### src/rtl/pas_pkg.sv
package pas_pkg;

  localparam int PosW   = 20;
  localparam int VelW   = 18;
  localparam int PixW   = 12;
  localparam int DiffW  = 22;
  localparam int MagW   = 21;
  localparam int SqW    = 42;
  localparam int RootW  = 21;
  localparam int QuotW  = 8;
  localparam int NumW   = 37;
  localparam int DenW   = 29;

  localparam int unsigned BorderPxDefault = 100;

  localparam logic [15:0] ForceQ16 = 16'd19661;
  localparam logic [15:0] DampQ16  = 16'd63242;

  localparam logic signed [VelW-1:0] VelMax = 18'sd131071;
  localparam logic signed [VelW-1:0] VelMin = -18'sd131072;

  localparam logic [1:0] RegFieldWidth  = 2'd0;
  localparam logic [1:0] RegFieldHeight = 2'd1;
  localparam logic [1:0] RegDragFactor  = 2'd2;

  // Product by a Q0.16 factor, rounded to nearest with the half going up.
  function automatic logic [VelW-1:0] round_q16(input logic [SqW-1:0] p);
    logic [SqW-1:0] s;
    s = p + SqW'(32768);
    return s[16 +: VelW];
  endfunction

endpackage

### src/rtl/pas_sqrt.sv
module pas_sqrt (
  input  logic                      clk,
  input  logic                      rst,
  input  logic                      start,
  input  logic [pas_pkg::SqW-1:0]   value,
  output logic                      done,
  output logic [pas_pkg::RootW-1:0] root
);
  import pas_pkg::*;

  // Two bits of the radicand enter per cycle; one root bit leaves.
  logic              busy;
  logic [4:0]        cnt;
  logic [SqW-1:0]    val;
  logic [23:0]       rem;
  logic [23:0]       rem_sh;
  logic [23:0]       trial;
  logic              take;

  assign rem_sh = {rem[21:0], val[SqW-1 -: 2]};
  assign trial  = {1'b0, root, 2'b01};
  assign take   = rem_sh >= trial;

  always_ff @(posedge clk) begin
    if (rst) begin
      busy <= 1'b0;
      done <= 1'b0;
      cnt  <= '0;
    end else begin
      done <= 1'b0;
      if (start) begin
        busy <= 1'b1;
        cnt  <= '0;
        val  <= value;
        rem  <= '0;
        root <= '0;
      end else if (busy) begin
        val <= {val[SqW-3:0], 2'b00};
        if (take) begin
          rem  <= rem_sh - trial;
          root <= {root[RootW-2:0], 1'b1};
        end else begin
          rem  <= rem_sh;
          root <= {root[RootW-2:0], 1'b0};
        end
        if (cnt == 5'(RootW - 1)) begin
          busy <= 1'b0;
          done <= 1'b1;
        end
        cnt <= cnt + 5'd1;
      end
    end
  end

endmodule

### config.mk
export PLATFORM = sky130hd
export DESIGN_NAME = pas_sqrt
export DESIGN_NICKNAME = d
export VERILOG_FILES = /design/src/rtl/pas_pkg.sv /design/src/rtl/pas_sqrt.sv
export SDC_FILE = /design/constraint.sdc
export NUM_CORES = 1
export LEC_CHECK = 0
export BUFFER_PORTS_ARGS = -buffer_cell sky130_fd_sc_hd__buf_2
export CAP_MARGIN = 20
export CORE_MARGIN = 2
export CORE_UTILIZATION = 41
export DETAILED_ROUTE_END_ITERATION = 16
export PLACE_DENSITY = 0.66
export SYNTH_ARGS = -nofsm -noshare
export SYNTH_HDL_FRONTEND = slang
export SYNTH_SLANG_ARGS = --single-unit
### constraint.sdc
create_clock -name clk -period 7.15 [get_ports clk]
set_input_delay 1.0725 -clock clk [delete_from_list [all_inputs] [get_ports clk]]
set_output_delay 1.0725 -clock clk [all_outputs]
set_load 0.02 [all_outputs]
[Word-level counts from Yosys, hierarchy flattened]
Index checks and enable logic that the tools add are counted.
Operators by class
  divide/modulo/power cells: 0
  multipliers: 0
  mux-type cells: 10
  $add $sub $neg: 2
  order comparisons: 1
  bitwise logic cells: 2
  shifts and indexed selects: 0
  reductions and logical operators: 4
  eq/ne operators: 1
Operators by type and width (number)
  $mux W42: 2
  $mux W22: 2
  $ge A24 B23 Y1: 1
  $sub A22 B22 Y22: 1
  $mux W21: 1
  $add A5 B1 Y5 const B: 1
  $eq A5 B5 Y1 const B: 1
  $mux W1: 5
  $reduce_or A3 Y1: 1
  $not A1 Y1: 2
  $reduce_and A2 Y1: 1
  $reduce_bool A2 Y1: 1
  $reduce_or A2 Y1: 1
Storage, ports and cells
  bits in read-only memories: 0
  logic and storage cells: 26
  memory bits (writable): 0
  register bits after elaboration: 92
  bits in latches: 0
  memories kept: 0
  output and inout bits: 22

[Logic depth before layout (Yosys ltp)]
  depth in word-level cells: 4
  gate-level depth with buffers: 11
  depth with buffers taken out: 9

[Worst setup path before layout]
No wires, ideal clock.
  path kind: input -> register
  from: input port start
  to: register rem[0] (enable)
  slack: 1.437 ns
  stages: 4
  library setup time: 0.530 ns
  data arrival time: 5.183 ns
  required time: 6.620 ns
  cell sequence: clkbuf_1 clkbuf_1 nor2_1 nor2_1
On the way
  cells in the longest elaborated chain, start to end: 2
Ends and longest elaborated chain
  start: declaration: RTL line pas_sqrt.sv:4  | input logic start,
  $reduce_bool A2 Y1 (no source line)
  $reduce_and A2 Y1 (no source line)
  end signal: assignment: RTL line pas_sqrt.sv:40  | rem <= rem_sh - trial;
  end signal: assignment: RTL line pas_sqrt.sv:43  | rem <= rem_sh;
  end: declaration: RTL line pas_sqrt.sv:15  | logic [23:0] rem;
Every way passes these cells.
A chain may end at the register's enable or synchronous reset.

[Final worst setup path]
  from: register root[0] (netlist name)
  to: register rem[6], data pin
On the way
  cells in the longest elaborated chain, start to end: 3
Ends and longest elaborated chain
  start: declaration: RTL line pas_sqrt.sv:7  | output logic [pas_pkg::RootW-1:0] root
  start signal: assignment: RTL line pas_sqrt.sv:41  | root <= {root[RootW-2:0], 1'b1};
  start signal: assignment: RTL line pas_sqrt.sv:44  | root <= {root[RootW-2:0], 1'b0};
  $sub A22 B22 Y22 or $ge A24 B23 Y1 (tied branches): RTL line pas_sqrt.sv:40, pas_sqrt.sv:22
  $mux W22 *: RTL line pas_sqrt.sv:39  | if (take) begin
  $mux W22 *: RTL line pas_sqrt.sv:37  | end else if (busy) begin
Mark *: on every way between the ends. The rest lies on a longest branch, timed or not. The select of a mux whose other input is x is not followed.

==> results <==
- The startpoint kind of the worst setup timing path is a flop.
- The effective utilization at floorplan is 0.421.
- Summing all flip-flop and latch instances after layout gives 2690 um2.
- The setup TNS is 0 ns.
- The first TritonRoute pass finished after 4 iterations.
- The worst-margin pin slew is 0.963 ns.
- For the worst-skew pair, the clock arrives at the later sink with an insertion delay of 0.35 ns.
- Walking the worst path, the cells encountered are inv_1 -> ha_1 -> nor2b_1 -> o31ai_1 -> a31oi_2 -> a211oi_4 -> a21oi_2 -> buf_4 -> mux2i_1 -> nor2_1.
- Global routing finished with a remaining overflow of 0.
- Setup violations remaining at the end of the flow were counted as 0.
- Setup repair after global routing left no endpoint under its margin.
- Data on the critical path arrives at its endpoint at 3.26 ns.
- The layout cell share with drive strength beyond 1 is 0.273.
- The number of H-tree levels is 3.
- In the final layout, the multi-input gates occupy 2190 um2.
- In this run, synthesis inferred 85 flip-flops with an integrated enable.
- The source of the worst hold timing path is cnt[4]$_SDFFE_PP0P_.
- The mean routed wirelength per cell is between 10 and 15 um.
- The number of buffer cells added on primary ports is 66.
- For the final database, setup skew stands at 0.00944 ns.
- The kind of critical path is reg2reg.
- The die width is 115 um.
- The half-perimeter wire length after placement is 6.79 mm.
- The total power per unit cell area is 250 nW/um2.
- Grouping stages by cell kind, the critical path spends the most delay in compound AO/OA/AOI/OAI gates.
- VDD sags by at most 0.161 mV.
- The number of nets in the synthesized netlist is 506.
- The cell with the biggest individual delay on the critical path is sky130_fd_sc_hd__a21oi_2.
- During synthesis, Yosys emitted a total of 0 warnings.
- The first-pass GRT wire length is between 15 and 20 mm.
- After clock tree synthesis, the clock-pin slew on the worst setup and hold paths is around 0.07 ns.
- Dividing the detail-routed via count by the number of cells gives slightly above 5.
- The number of buffers inserted by post-CTS setup repair is 0.
- The global placer's final weighted congestion is 0.886.
- Counting instances, the worst hold path has a depth of 2.
- The via count of the first global-routing pass is between 3000 and 4000.
- The initial antenna violation count is 0.
- The reg-to-reg endpoint is rem[6]$_SDFFCE_PP0P_.
- The number of buffer and inverter stages on the critical path is 2.
- Across every metal layer, demand over resource in global routing totals 0.154.
- The worst-case headroom to the max-slew limit is 0.358.
- Entering global routing, the biggest net connects 88 pins.
- The most critical setup path has its startpoint at root[0]$_SDFFCE_PP0P_.
- The layout-stage area growth over the synthesis result is 14.7%.
- sky130_fd_sc_hd__edfxtp_1 takes more of the synthesized area than any other cell.
- In the synthesized netlist, the number of instances is between 400 and 500.
- The via count is 3441.
- The worst-case register-to-register setup slack is ~4 ns.
- The number of top-level pins is 67.
- Counting every sink on the clock net gives 92.
- The origin of the critical flop-to-flop path is root[0]$_SDFFCE_PP0P_.
- The number of max-cap violations is 0.
- The number of nets in the layout is 563.
- The final critical-path setup slack is 3.96 ns.
- The depth of the most critical reg-to-reg path is 10.
- Each instance of the synthesized netlist takes up on average 11.7 um2.
- The flow ran to the end, and the final reports show no timing, DRC or antenna violations.
- The leakage component of the power is 0.00232 uW.
- The residual antenna-violating net count after detailed routing is 0.
- The core region is around 12000 um2.
- Of the synthesized area, sequential elements account for 0.530.
- The highest achievable clock rate is about 310 MHz.
- TritonCTS built the clock tree.
- The summed instance area of the synthesized netlist is 5080 um2.
- The floorplan has 40 rows.
- In this run, distinct cell masters in the synthesized netlist total 57.
- The worst hold path belongs to the class reg2reg.
- The required arrival time at the worst endpoint is 7.21 ns.
- On the final layout, the worst hold slack is 0.525 ns.
- The number of buffers inserted for hold repair after clock tree synthesis is 0.
- In this run, CTS created clock tree buffers numbering 9.
- Post-CTS repair changed the size of 0 cells.
- The number of diodes is 0.
- The share of the clock period used by the worst path after layout is 0.447.
- The flip-flop and latch count after synthesis is 92.
- The shortest clock period the worst path allows after layout is 3.19 ns.
- The routed design has 9.67 mm of wire.
- The share of synthesized area in the top cell type comes to 0.502.
- The die is approximately 120 um tall.
- The worst setup slack after placement is 3.95 ns.
- The number of endpoints with negative hold slack in the final report was 0.
- Counting flops with an async set or reset pin after synthesis yields a share of 0.
- The worst setup path is captured at a flop.
- The commonest register cell after synthesis is sky130_fd_sc_hd__edfxtp_1.
- The path with the worst hold slack has its endpoint at cnt[4]$_SDFFE_PP0P_.
- For this run, the share of the core covered by cells in the final layout is 0.483.
- After the first detailed-routing iteration, the DRC count stood at 138.
- Sorting the synthesized cells by area gives the leading types as sky130_fd_sc_hd__edfxtp_1, sky130_fd_sc_hd__mux2_2, sky130_fd_sc_hd__ha_1.
- The max-slew violation count is 0.
- The remaining routing DRC violations is 0.
- The filler cell count in the final layout is 1087.
- The die covers 13300 um2.
- The highest fanout seen on the critical path is 19.
- The delay of the slowest critical-path stage is between 0.6 and 0.7 ns.
- The maximum root-to-sink buffer count is 2.
- CTS placed an instance of sky130_fd_sc_hd__clkbuf_16 at the clock tree root.
[cells in the mapped netlist, types with 6 or more instances]
master                     instances
sky130_fd_sc_hd__nand3_1           8
sky130_fd_sc_hd__ha_1             25
sky130_fd_sc_hd__xnor2_1          12
sky130_fd_sc_hd__edfxtp_1         85
sky130_fd_sc_hd__a21oi_1          17
sky130_fd_sc_hd__xor2_1           10
sky130_fd_sc_hd__o21a_1            6
sky130_fd_sc_hd__a211oi_1          8
sky130_fd_sc_hd__clkbuf_1         13
sky130_fd_sc_hd__inv_1            28
sky130_fd_sc_hd__o21ai_0          14
sky130_fd_sc_hd__nand4_1           6
sky130_fd_sc_hd__mux2_2           40
sky130_fd_sc_hd__dfxtp_1           7
sky130_fd_sc_hd__mux2i_1          13
sky130_fd_sc_hd__nand2_1          19
sky130_fd_sc_hd__nor2_1           55
[per-layer routing]
metal | global-route usage | up-vias | part of all wire
li1 | - | 1712 | -
met1 | 0.202 | 1621 | 0.46
met2 | 0.235 | 95 | 0.46
met3 | 0.0506 | 13 | 0.067
met4 | 0.0659 | 0 | 0.014
met5 | 0 | - | 0
[how the worst max path moves through the flow]
stage	cells past startpoint	to	slack, ns
after floorplan	4	rem[0]$_SDFFCE_PP0P_	1.44
after global routing	10	rem[20]$_SDFFCE_PP0P_	3.67
after global placement	10	rem[4]$_SDFFCE_PP0P_	4.08
after detailed placement	10	rem[17]$_SDFFCE_PP0P_	3.95
final	10	rem[6]$_SDFFCE_PP0P_	3.96
after CTS	10	rem[3]$_SDFFCE_PP0P_	3.93
[power breakdown]
| group | switching [uW] | internal [uW] | leakage [uW] |
|---|---|---|---|
| registers | 17.5 | 641 | 0.000878 |
| logic | 195 | 144 | 0.00130 |
| clock network | 216 | 243 | 0.000136 |
| total | 428 | 1030 | 0.00232 |
[state kept, by name, summed over array words and instances (netlist names)]
signal	flops
rem	22
val	42
root	21
cnt	5
done	1
busy	1
[final cells by class]
| cell class | count | area share |
|---|---|---|
| Sequential cell | 92 | 0.462 |
| Clock buffer | 10 | 0.0393 |
| Clock inverter | 6 | 0.00923 |
| Tap cell | 168 | 0.0361 |
| Multi-Input combinational cell | 293 | 0.375 |
| Inverter | 28 | 0.0180 |
| Timing Repair Buffer | 69 | 0.0605 |
[placed cells by master (no fill, tap or decap), types with 3 or more instances in the layout]
| cell | Yosys | final |
|---|---|---|
| sky130_fd_sc_hd__a31oi_1 | 5 | 5 |
| sky130_fd_sc_hd__mux2_2 | 40 | 40 |
| sky130_fd_sc_hd__xnor2_1 | 12 | 12 |
| sky130_fd_sc_hd__inv_1 | 28 | 28 |
| sky130_fd_sc_hd__o21ai_0 | 14 | 14 |
| sky130_fd_sc_hd__nand4_1 | 6 | 6 |
| sky130_fd_sc_hd__nor2_1 | 55 | 54 |
| sky130_fd_sc_hd__and2_1 | 5 | 5 |
| sky130_fd_sc_hd__nor2b_1 | 4 | 4 |
| sky130_fd_sc_hd__a21o_1 | 5 | 5 |
| sky130_fd_sc_hd__clkbuf_16 | 0 | 9 |
| sky130_fd_sc_hd__edfxtp_1 | 85 | 85 |
| sky130_fd_sc_hd__nand2_1 | 19 | 19 |
| sky130_fd_sc_hd__xor2_1 | 10 | 10 |
| sky130_fd_sc_hd__a21oi_1 | 17 | 17 |
| sky130_fd_sc_hd__a211oi_1 | 8 | 8 |
| sky130_fd_sc_hd__dfxtp_1 | 7 | 7 |
| sky130_fd_sc_hd__nand3_1 | 8 | 8 |
| sky130_fd_sc_hd__o21a_1 | 6 | 6 |
| sky130_fd_sc_hd__mux2i_1 | 13 | 13 |
| sky130_fd_sc_hd__buf_4 | 2 | 3 |
| sky130_fd_sc_hd__inv_6 | 0 | 3 |
| sky130_fd_sc_hd__nor3_1 | 5 | 5 |
| sky130_fd_sc_hd__buf_2 | 4 | 66 |
| sky130_fd_sc_hd__ha_1 | 25 | 25 |
[per-stage QoR]
step	instances	cell area, um2	total power (uW)
after global routing	666	5830	1530
after detailed placement	650	5550	1010
after global placement	650	5550	1000
final	666	5830	1460
after floorplan	436	5080	938
after CTS	666	5830	1470
[tightest hold or removal path: stages (launching register included)]
cell and delay [ns]:
sky130_fd_sc_hd__dfxtp_1 0.35, sky130_fd_sc_hd__xor2_1 0.07, sky130_fd_sc_hd__nor2_1 0.07
[cell families after synthesis]
kind of cell / after synthesis / synth area share
AOI/OAI and AO/OA: 78 / 0.110
DFF: 92 / 0.530
and+or+nand+nor: 115 / 0.105
xor gates and xnor gates: 22 / 0.0379
adders and majority gates: 25 / 0.0615
buffers and inverters: 51 / 0.0416
muxes: 53 / 0.114
No activity file was read; power rests on OpenSTA's default activity.
