--- config.mk ---
export PLATFORM = sky130hd
export DESIGN_NAME = pas_div
export DESIGN_NICKNAME = d
export VERILOG_FILES = /design/src/rtl/pas_pkg.sv /design/src/rtl/pas_div.sv
export SDC_FILE = /design/constraint.sdc
export NUM_CORES = 1
export LEC_CHECK = 0
export BUFFER_PORTS_ARGS = -buffer_cell sky130_fd_sc_hd__buf_2
export CORE_ASPECT_RATIO = 0.9
export CORE_MARGIN = 2
export CORE_UTILIZATION = 35
export DETAILED_ROUTE_END_ITERATION = 6
export GPL_ROUTABILITY_DRIVEN = 0
export RECOVER_POWER = 50
export REMOVE_ABC_BUFFERS = 1
export SKIP_CTS_REPAIR_TIMING = 1
export SYNTH_ARGS = -nofsm -noshare
export SYNTH_HDL_FRONTEND = slang
export SYNTH_SLANG_ARGS = --single-unit
--- constraint.sdc ---
create_clock -name clk -period 5.3 [get_ports clk]
set_input_delay 0.53 -clock clk [delete_from_list [all_inputs] [get_ports clk]]
set_output_delay 0.53 -clock clk [all_outputs]
set_load 0.01 [all_outputs]
--- src/rtl/pas_pkg.sv ---
package pas_pkg;

  localparam int PosW   = 20;
  localparam int VelW   = 18;
  localparam int PixW   = 12;
  localparam int DiffW  = 22;
  localparam int MagW   = 21;
  localparam int SqW    = 42;
  localparam int RootW  = 21;
  localparam int QuotW  = 8;
  localparam int NumW   = 37;
  localparam int DenW   = 29;

  localparam int unsigned BorderPxDefault = 100;

  localparam logic [15:0] ForceQ16 = 16'd19661;
  localparam logic [15:0] DampQ16  = 16'd63242;

  localparam logic signed [VelW-1:0] VelMax = 18'sd131071;
  localparam logic signed [VelW-1:0] VelMin = -18'sd131072;

  localparam logic [1:0] RegFieldWidth  = 2'd0;
  localparam logic [1:0] RegFieldHeight = 2'd1;
  localparam logic [1:0] RegDragFactor  = 2'd2;

  // Product by a Q0.16 factor, rounded to nearest with the half going up.
  function automatic logic [VelW-1:0] round_q16(input logic [SqW-1:0] p);
    logic [SqW-1:0] s;
    s = p + SqW'(32768);
    return s[16 +: VelW];
  endfunction

endpackage

--- src/rtl/pas_div.sv ---
module pas_div (
  input  logic                      clk,
  input  logic                      rst,
  input  logic                      start,
  input  logic [pas_pkg::NumW-1:0]  num,
  input  logic [pas_pkg::DenW-1:0]  den,
  output logic                      done,
  output logic [pas_pkg::QuotW-1:0] quot
);
  import pas_pkg::*;

  // Restoring division, one quotient bit per cycle, most significant first.
  logic            busy;
  logic [2:0]      cnt;
  logic [NumW-1:0] rem;
  logic [NumW-1:0] dsh;

  always_ff @(posedge clk) begin
    if (rst) begin
      busy <= 1'b0;
      done <= 1'b0;
      cnt  <= '0;
    end else begin
      done <= 1'b0;
      if (start) begin
        busy <= 1'b1;
        cnt  <= '0;
        rem  <= num;
        dsh  <= NumW'({den, 7'b0});
        quot <= '0;
      end else if (busy) begin
        if (rem >= dsh) begin
          rem  <= rem - dsh;
          quot <= {quot[QuotW-2:0], 1'b1};
        end else begin
          quot <= {quot[QuotW-2:0], 1'b0};
        end
        dsh <= dsh >> 1;
        if (cnt == 3'(QuotW - 1)) begin
          busy <= 1'b0;
          done <= 1'b1;
        end
        cnt <= cnt + 3'd1;
      end
    end
  end

endmodule
# After elaboration in Yosys (flattened, before gate mapping)
# Index checks and enable logic that the tools add are counted.
dict set report totals {
  register_bits 86
  input_bits 69
  out_inout_bits 9
}
dict set report classes {
  n_addsub 2
  n_lt_le_gt_ge 1
  eq_ne 1
  n_mux 11
  bitwise_logic 2
  reduce_logical 6
}
# op n
set ops {}
lappend ops {{2-to-1 mux 37 bit} 3}
lappend ops {{2-to-1 mux 36 bit} 2}
lappend ops {{>= comparator 37 x 36 -> 1 bit} 1}
lappend ops {{subtractor 37 x 36 -> 37 bit} 1}
lappend ops {{2-to-1 mux 8 bit} 1}
lappend ops {{2-to-1 mux 1 bit} 5}
lappend ops {{nonzero test 2 bit} 2}
lappend ops {{adder 3 x 1 -> 3 bit, second input constant} 1}
lappend ops {{== test 3 bit, second input constant} 1}
lappend ops {{AND reduction 3 bit} 1}
lappend ops {{OR reduction 3 bit} 1}
lappend ops {{NOT 1 bit} 2}
lappend ops {{AND reduction 2 bit} 1}
lappend ops {{OR reduction 2 bit} 1}

# Longest topological paths before layout
# Gate-level depths: netlist of the first run.
dict set report logic_depth {
  ltp_word 4
  ltp_mapped 11
  mapped_depth_nobuf 11
}

# Worst setup path after synthesis of the first run
# No wires, ideal clock.
dict set report synth_path {
  path_kind {register -> register}
  startpoint {register rem[7]}
  endpoint {register rem[0] (enable)}
  setup_ps 499
  t_arrival_ps 4856
  t_required_ps 4801
  slack_ps -56
  stages_incl_launch_ff 10
  path_buffers 0
  cell_sequence {edfxtp_1 ha_1 and3_1 a21bo_1 o21ai_1 o21ai_1 a211oi_1 nor2_1 o31a_1 a311oi_1}
}
dict set report synth_between {
  elab_chain_cells 3
}
# element line_no
set synth_rtl {}
lappend synth_rtl {{start, declared} pas_div.sv:15} ;# logic [NumW-1:0] rem;
lappend synth_rtl {{start signal, assigned} pas_div.sv:28} ;# rem <= num;
lappend synth_rtl {{start signal, assigned} pas_div.sv:33} ;# rem <= rem - dsh;
lappend synth_rtl {{>= comparator 37 x 36 -> 1 bit} pas_div.sv:32} ;# if (rem >= dsh) begin
lappend synth_rtl {{nonzero test 2 bit (no line)} n/a}
lappend synth_rtl {{AND reduction 3 bit (no line)} n/a}
# Every way passes these cells.
# A chain may end at the register's enable or synchronous reset.

# Worst setup path in the final report of the first run
dict set report layout_path {
  startpoint {input start}
  endpoint {register rem[19], data pin}
}
dict set report layout_between {
  elab_chain_cells 1
}
# element line_no
set layout_rtl {}
lappend layout_rtl {{start, declared} pas_div.sv:4} ;# input logic start,
lappend layout_rtl {{2-to-1 mux 37 bit} pas_div.sv:25} ;# if (start) begin
# Every way passes these cells.

==> results.rst, run 1 <==
.. list-table::
   :header-rows: 1

   * - Metric
     - Value
   * - Worst Setup Start Kind
     - primary input
   * - Power Total
     - around 2.0 mW
   * - Violation count after the first detailed-routing iteration
     - 260
   * - Initial Utilization
     - about 36%
   * - Post-synth top cells
     - sky130_fd_sc_hd__nand2_1 (91), sky130_fd_sc_hd__edfxtp_1 (81), sky130_fd_sc_hd__o21ai_0 (74)
   * - Area growth from synthesis to layout
     - 14.5%
   * - Top-count cell post-synth
     - sky130_fd_sc_hd__nand2_1
   * - HPWL after detailed placement
     - ~10,000 microns
   * - Outcome
     - complete, but fails checks
   * - Area of the mapped netlist
     - ~5700 sq um
   * - Drc violations
     - 0
   * - Power density of the placed cells
     - 311 nW/um^2
   * - Clock share of power
     - a little under a third
   * - Root buf cell
     - sky130_fd_sc_hd__clkbuf_16
   * - Count of input and output buffers
     - slightly below 80
   * - Setup skew after layout
     - 0.00897 ns
   * - Post-route clock period utilization
     - 62.5%
   * - Sequential share of power
     - about two fifths
   * - Number of H-tree branching levels
     - 3
   * - Total I/O pin count
     - roughly 80
   * - Worst slew slack as a fraction of its limit
     - -64.7%
   * - Number of distinct library cell variants in the gate-level netlist after synthesis
     - 55
   * - Setup crit end kind
     - flip-flop
   * - Final core utilization
     - roughly two fifths
   * - Static leakage power
     - around 2.7 nW
   * - Clock network latency to the later pin of the worst-skew pair
     - 0.35 ns
   * - Share of cells above drive strength 1
     - a little over an eighth
   * - Post-synthesis cell type with the largest combined area
     - sky130_fd_sc_hd__edfxtp_1
   * - Post-layout min period
     - roughly 3.3 ns
   * - Warnings, synthesis
     - 0
   * - Critical path fanouts, max
     - 82
   * - CTS Buf Count
     - 9
   * - Site row count
     - 44
   * - Worst flop-to-flop path startpoint
     - rem[21]$_DFFE_PP_
   * - Remaining Overflow, GRT
     - 0
   * - All-Layer GR Usage
     - between 15 and 20%
   * - Largest cells by area after synthesis
     - sky130_fd_sc_hd__edfxtp_1 (43%), sky130_fd_sc_hd__ha_1 (8.3%), sky130_fd_sc_hd__o21ai_0 (6.5%)
   * - Cells on worst reg2reg path
     - 9
   * - Worst hold path type
     - primary input to flip-flop
   * - Max Freq
     - 302 MHz
   * - Part of the total power dissipated in combinational logic
     - about 28%
   * - Number of antenna violations at the first check in global routing
     - 0
   * - DP Area
     - about 6300 sq um
   * - Vias per Instance
     - roughly 5.2
   * - Required time at the worst-slack endpoint
     - 5.29 ns
   * - Post-route design area
     - approximately 6500 sq um
   * - Number of enable flip-flop cells after synthesis
     - 81
   * - Worst Setup SP
     - start
   * - Area of the core
     - around 16,000 sq um
   * - Reg-to-reg slack, setup
     - 2.00 ns
   * - Max IR drop VDD
     - 0.143 mV
   * - Transition at the pin with the smallest max-transition slack
     - between 2 and 2.5 ns
   * - Die Width
     - about 140 microns
   * - Proportion of total power due to net switching
     - 30.9%
   * - Routed wire length
     - around 14,000 microns
   * - Net switching power of the design
     - about 0.63 mW
   * - Number of global-route vias before repair
     - approximately 4.8k
   * - First-pass DRT Iterations
     - 5
   * - Synth Flop Type
     - sky130_fd_sc_hd__edfxtp_1
   * - Worst reg2reg endpoint
     - rem[1]$_DFFE_PP_
   * - Worst setup path end
     - rem[19]$_DFFE_PP_
   * - Post-synthesis register bit count
     - between 80 and 90
   * - Full die area
     - around 17,000 sq um
   * - MaxCap Viol Count
     - 1
   * - Proportion of synthesized flip-flops having asynchronous set or reset
     - 0%
   * - Number of hold violations in the final report
     - 0
   * - Unrepaired setup endpoints after global routing
     - no
   * - Share of synthesized area occupied by flip-flops and latches
     - about 44%
   * - Number of instances on the worst hold path
     - 2
   * - Global-route wire length before repair
     - between 20,000 and 25,000 microns
   * - Hold WS
     - ~0.42 ns
   * - Nets@finish
     - around 800
   * - Routed len/inst
     - 15.1 microns
   * - Buffers from clock root to sink, at most
     - 2
   * - Clk sinks
     - between 80 and 90
   * - Mean Syn Cell Area
     - about 9.1 sq um
   * - Clock slew at the register clock pins of the worst setup and hold paths
     - roughly 0.06 ns
   * - Fraction of synthesized cell area taken by the top area cell type
     - approximately 43%
   * - Pre-CTS setup slack
     - 2.04 ns
   * - Cell Int Power
     - ~1.4 mW
   * - Largest net degree at the start of global routing
     - a little over 80
   * - Number of antenna-violating nets in the routed design
     - 0
   * - Final count of pins violating max slew
     - 68
   * - Setup-failing EPs final
     - 0
   * - Critical Setup Path Class
     - primary input to flip-flop
   * - Cells after synthesis
     - 630
   * - Antenna Cells
     - 0
   * - Violations in the final reports
     - capacitance limit, slew limit
   * - Chip Height
     - 125 microns
   * - TritonCTS clock tree
     - yes
   * - Vias
     - approximately 4.7k
   * - Data arrival at the endpoint of the critical path
     - approximately 3.3 ns
   * - PnR worst setup slack
     - around 2.0 ns
==> kinds of logic (layout without fill, tap and decap cells) <==
kind of cell	after synthesis	in the layout	synth area share [%]
AND/OR/NAND/NOR	209	209	17.0
AO/OA/AOI/OAI	185	185	19.8
flip-flops	86	86	44.4
buffers and inverters	81	146	5.50
adder cells (fa/ha/maj)	39	39	8.68
XOR/XNOR	28	28	4.30
multiplexers	2	2	0.351
==> worst max-delay path, stage by stage <==
cell                       delay [ns]
sky130_fd_sc_hd__buf_4           0.54
sky130_fd_sc_hd__clkbuf_1        1.80
sky130_fd_sc_hd__o21ai_0         0.35
==> layer usage <==
metal | global-route usage [%] | up-vias | part of all wire [%]
li1 | - | 2377 | -
met1 | 21.9 | 2165 | 49
met2 | 26.3 | 103 | 45
met3 | 3.49 | 11 | 4.1
met4 | 5.23 | 0 | 1.4
met5 | 0 | - | 0
==> how the worst min path moves through the flow <==
stage	start	to	slack (ns)
3_5_place_dp	cnt[1]$_SDFFE_PP0P_	cnt[1]$_SDFFE_PP0P_	0.53
3_3_place_gp	cnt[1]$_SDFFE_PP0P_	cnt[1]$_SDFFE_PP0P_	0.51
5_1_grt	rst	cnt[2]$_SDFFE_PP0P_	0.42
4_1_cts	rst	done$_SDFF_PP0_	0.40
6_report	rst	done$_SDFF_PP0_	0.42
2_1_floorplan	busy$_SDFF_PP0_	done$_SDFF_PP0_	0.49
==> power groups by stage <==
stage	Sequential [mW]	Clock (mW)	Combinational, mW
2_1_floorplan	0.853	0	0.399
3_3_place_gp	0.851	0	0.554
3_5_place_dp	0.853	0	0.561
4_1_cts	0.839	0.643	0.564
5_1_grt	0.845	0.663	0.636
6_report	0.839	0.629	0.563
==> flip-flops by register name (all words and copies together), names as in the netlist <==
register / cells
done: 1
busy: 1
rem: 37
quot: 8
cnt: 3
dsh: 36
==> cell usage in the layout, fill, tap and decap left out, drive strengths merged, types with 11 or more instances in the layout <==
cell	n
nand2	91
o21ai	82
edfxtp	81
buf	71
inv	48
a21oi	40
ha	38
nor2	37
clkbuf	19
nand3	16
nor3	16
xor2	15
xnor2	13
a21o	13
nor2b	11
==> cell type report <==
cell class                 count  area [sq um]
inverter                      49           184
sequential                    86          2530
tap                          207           259
fill                        1665          9540
timing repair buffer          81           403
multi-input combinational    463          2870
clock buffer                   9           225
clock inverter                 7          65.1
==> through the flow <==
step	TNS, ns	cells
CTS	0	902
detailed placement	0	886
global placement	0	886
finish	0	902
global route	0	902
floorplan	-2.06	598
Power figures use the tool's default switching activity.
==> inputs of run 2 (changes only) <==
==> constraint.sdc (replaced) <==
create_clock -name clk -period 2.86 [get_ports clk]
set_input_delay 0.286 -clock clk [delete_from_list [all_inputs] [get_ports clk]]
set_output_delay 0.286 -clock clk [all_outputs]
set_load 0.01 [all_outputs]
==> results.rst, run 2 (same netlist as run 1, synthesis figures left out) <==
.. list-table::
   :header-rows: 1

   * - Metric
     - Value
   * - Outcome
     - complete, but fails checks (unchanged)
   * - Violations in the final reports
     - capacitance limit, slew limit (unchanged)
   * - Setup-failing EPs final
     - 0 (unchanged)
   * - Share of cells above drive strength 1
     - 21.9% (was 13.7%)
   * - Nets@finish
     - 851 (was 798)
   * - Routed wire length
     - 14,300 microns (was 13,700 microns)
   * - Commonest non-fill, non-tap cells in the layout
     - sky130_fd_sc_hd__nand2_1 (91), sky130_fd_sc_hd__edfxtp_1 (81), sky130_fd_sc_hd__o21ai_0 (72) (was sky130_fd_sc_hd__nand2_1 (91), sky130_fd_sc_hd__edfxtp_1 (81), sky130_fd_sc_hd__o21ai_0 (74))
   * - Number of global-route vias before repair
     - 4,981 (was 4,792)
   * - Multi-input gate area
     - 2990 sq um (was 2870 sq um)
   * - Largest registers
     - rem: 37 flops, dsh: 36 flops, quot: 8 flops (unchanged)
   * - Number of antenna violations at the first check in global routing
     - 0 (unchanged)
   * - Die Width
     - 139 microns (unchanged)
   * - Clk sinks
     - 86 (unchanged)
   * - Max IR drop VDD
     - 0.393 mV (was 0.143 mV)
   * - TritonCTS clock tree
     - yes (unchanged)
   * - Most common cell after layout, fill and taps aside
     - sky130_fd_sc_hd__nand2_1 (unchanged)
   * - MaxCap Viol Count
     - 1 (unchanged)
   * - Clock network latency to the later pin of the worst-skew pair
     - 0.35 ns (about the same)
   * - Critical Setup Path Class
     - flip-flop to flip-flop (was primary input to flip-flop)
   * - Antenna Cells
     - 0 (unchanged)
   * - Total I/O pin count
     - 78 (unchanged)
   * - Count of input and output buffers
     - 77 (unchanged)
   * - Worst Setup Start Kind
     - flip-flop (was primary input)
   * - Setup crit end kind
     - flip-flop (unchanged)
   * - Data arrival at the endpoint of the critical path
     - 2.99 ns (was 3.30 ns)
   * - Worst slew slack as a fraction of its limit
     - -46.4% (was -64.7%)
   * - Pre-CTS setup slack
     - -0.0782 ns (was 2.04 ns)
   * - Transition at the pin with the smallest max-transition slack
     - 2.20 ns (was 2.47 ns)
   * - Vias per Instance
     - 5.08 (was 5.16)
   * - Number of H-tree branching levels
     - 3 (unchanged)
   * - HPWL after detailed placement
     - 10,800 microns (was 10,100 microns)
   * - Seq. cell area
     - 2530 sq um (unchanged)
   * - Critical path fanouts, max
     - 5 (was 82)
   * - Clock slew at the register clock pins of the worst setup and hold paths
     - 0.07 ns (was 0.06 ns)
   * - Violation count after the first detailed-routing iteration
     - 301 (was 260)
   * - Vias
     - 4,856 (was 4,656)
   * - First-pass DRT Iterations
     - 4 (was 5)
   * - Required time at the worst-slack endpoint
     - 3.06 ns (was 5.29 ns)
   * - Post-route clock period utilization
     - 97.6%
   * - Global-route wire length before repair
     - 23,600 microns (was 23,100 microns)
   * - Buffers from clock root to sink, at most
     - 2 (unchanged)
   * - Root buf cell
     - sky130_fd_sc_hd__clkbuf_16 (unchanged)
   * - Chip Height
     - 125 microns (unchanged)
   * - Layout filler cell count
     - 1,579 (was 1,665)
   * - Full die area
     - 17,400 sq um (unchanged)
   * - Remaining Overflow, GRT
     - 0 (unchanged)
   * - Area of the core
     - 16,100 sq um (unchanged)
   * - Number of antenna-violating nets in the routed design
     - 0 (unchanged)
   * - Most flops, register
     - rem (unchanged)
   * - Number of hold violations in the final report
     - 0 (unchanged)
   * - Flip-flop count of the largest register, all copies and words added
     - 37 (unchanged)
   * - Worst hold path type
     - primary input to flip-flop (unchanged)
   * - Area growth from synthesis to layout
     - 24.2% (was 14.5%)
   * - Final count of pins violating max slew
     - 65 (was 68)
   * - Post-layout min period
     - about 2.8 ns
   * - CTS Buf Count
     - 9 (unchanged)
   * - Initial Utilization
     - 35.5% (unchanged)
   * - Site row count
     - 44 (unchanged)
   * - All-Layer GR Usage
     - 16.4% (was 16.3%)
   * - Routed len/inst
     - 14.9 microns (was 15.1 microns)
   * - Power density of the placed cells
     - 558 nW/um^2 (was 311 nW/um^2)
   * - Largest net degree at the start of global routing
     - 83 (unchanged)
   * - Setup skew after layout
     - 0.00989 ns (was 0.00897 ns)
   * - Max Freq
     - around 360 MHz
   * - Unrepaired setup endpoints after global routing
     - yes (was no)
   * - Static leakage power
     - 2.98 nW (was 2.71 nW)
   * - PnR worst setup slack
     - 0.0689 ns (was 1.99 ns)
   * - Hold WS
     - 0.156 ns (was 0.416 ns)
   * - Drc violations
     - 0 (unchanged)
==> run 2: cell types whose count changed in the layout (fill, tap and decap cells not counted), sizes merged <==
cell      change
buf          +49
clkinv        -2
clkbuf        +4
clkinvlp      +2
==> run 2: cell type report <==
type / instances / share of cell area, %
clock buffers: 9 / 3.18
repair buffers: 134 / 11.7
multi-input cells: 463 / 42.2
inverters: 49 / 2.59
well taps: 207 / 3.65
flip-flops and latches: 86 / 35.7
clock inverters: 7 / 0.918
==> run 2: per-stage QoR <==
step	cells	area [sq um]	TNS [ns]	power [mW]	util (%)
after global routing	955	7090	-1.72	4.19	44.1
final	955	7090	0	3.95	44.1
after detailed placement	934	6650	-1.45	2.75	41.3
after floorplan	598	5580	-92.34	2.32	-
after global placement	934	6650	0	2.73	41.3
after CTS	950	6940	-1.55	3.93	43.2
==> run 2: critical path, stage by stage, from the launching register on <==
cell,delay [ns]
sky130_fd_sc_hd__edfxtp_1,0.43
sky130_fd_sc_hd__ha_4,0.27
sky130_fd_sc_hd__buf_4,0.15
sky130_fd_sc_hd__a21o_1,0.18
sky130_fd_sc_hd__or3_4,0.40
sky130_fd_sc_hd__a21oi_4,0.17
sky130_fd_sc_hd__o31ai_2,0.10
sky130_fd_sc_hd__buf_4,0.16
sky130_fd_sc_hd__a221o_1,0.32
sky130_fd_sc_hd__or3_1,0.35
sky130_fd_sc_hd__a31oi_1,0.12
==> run 2: path summary, 6_finish.rpt <==
kind / start / end / slack, ns / cells after the start
hold reg to reg: busy$_SDFF_PP0_ / done$_SDFF_PP0_ / 0.53 / 2
hold / removal: rst / done$_SDFF_PP0_ / 0.16 / 2
setup reg to reg: rem[11]$_DFFE_PP_ / rem[36]$_DFFE_PP_ / 0.07 / 10
setup / recovery: rem[11]$_DFFE_PP_ / rem[36]$_DFFE_PP_ / 0.07 / 10
==> run 2: per-layer routing <==
metal | vias to the layer above | global-route usage, % | wire length, microns
li1 | 2483 | - | -
met1 | 2254 | 22.3 | 6920
met2 | 108 | 26.7 | 6560
met3 | 11 | 3.94 | 703
met4 | 0 | 4.04 | 85
met5 | - | 0 | 0
==> run 2: power by group <==
group	internal (mW)	switching, mW	total, mW
registers	1.52	0.0344	1.56
logic	0.545	0.691	1.24
clock network	0.669	0.495	1.16
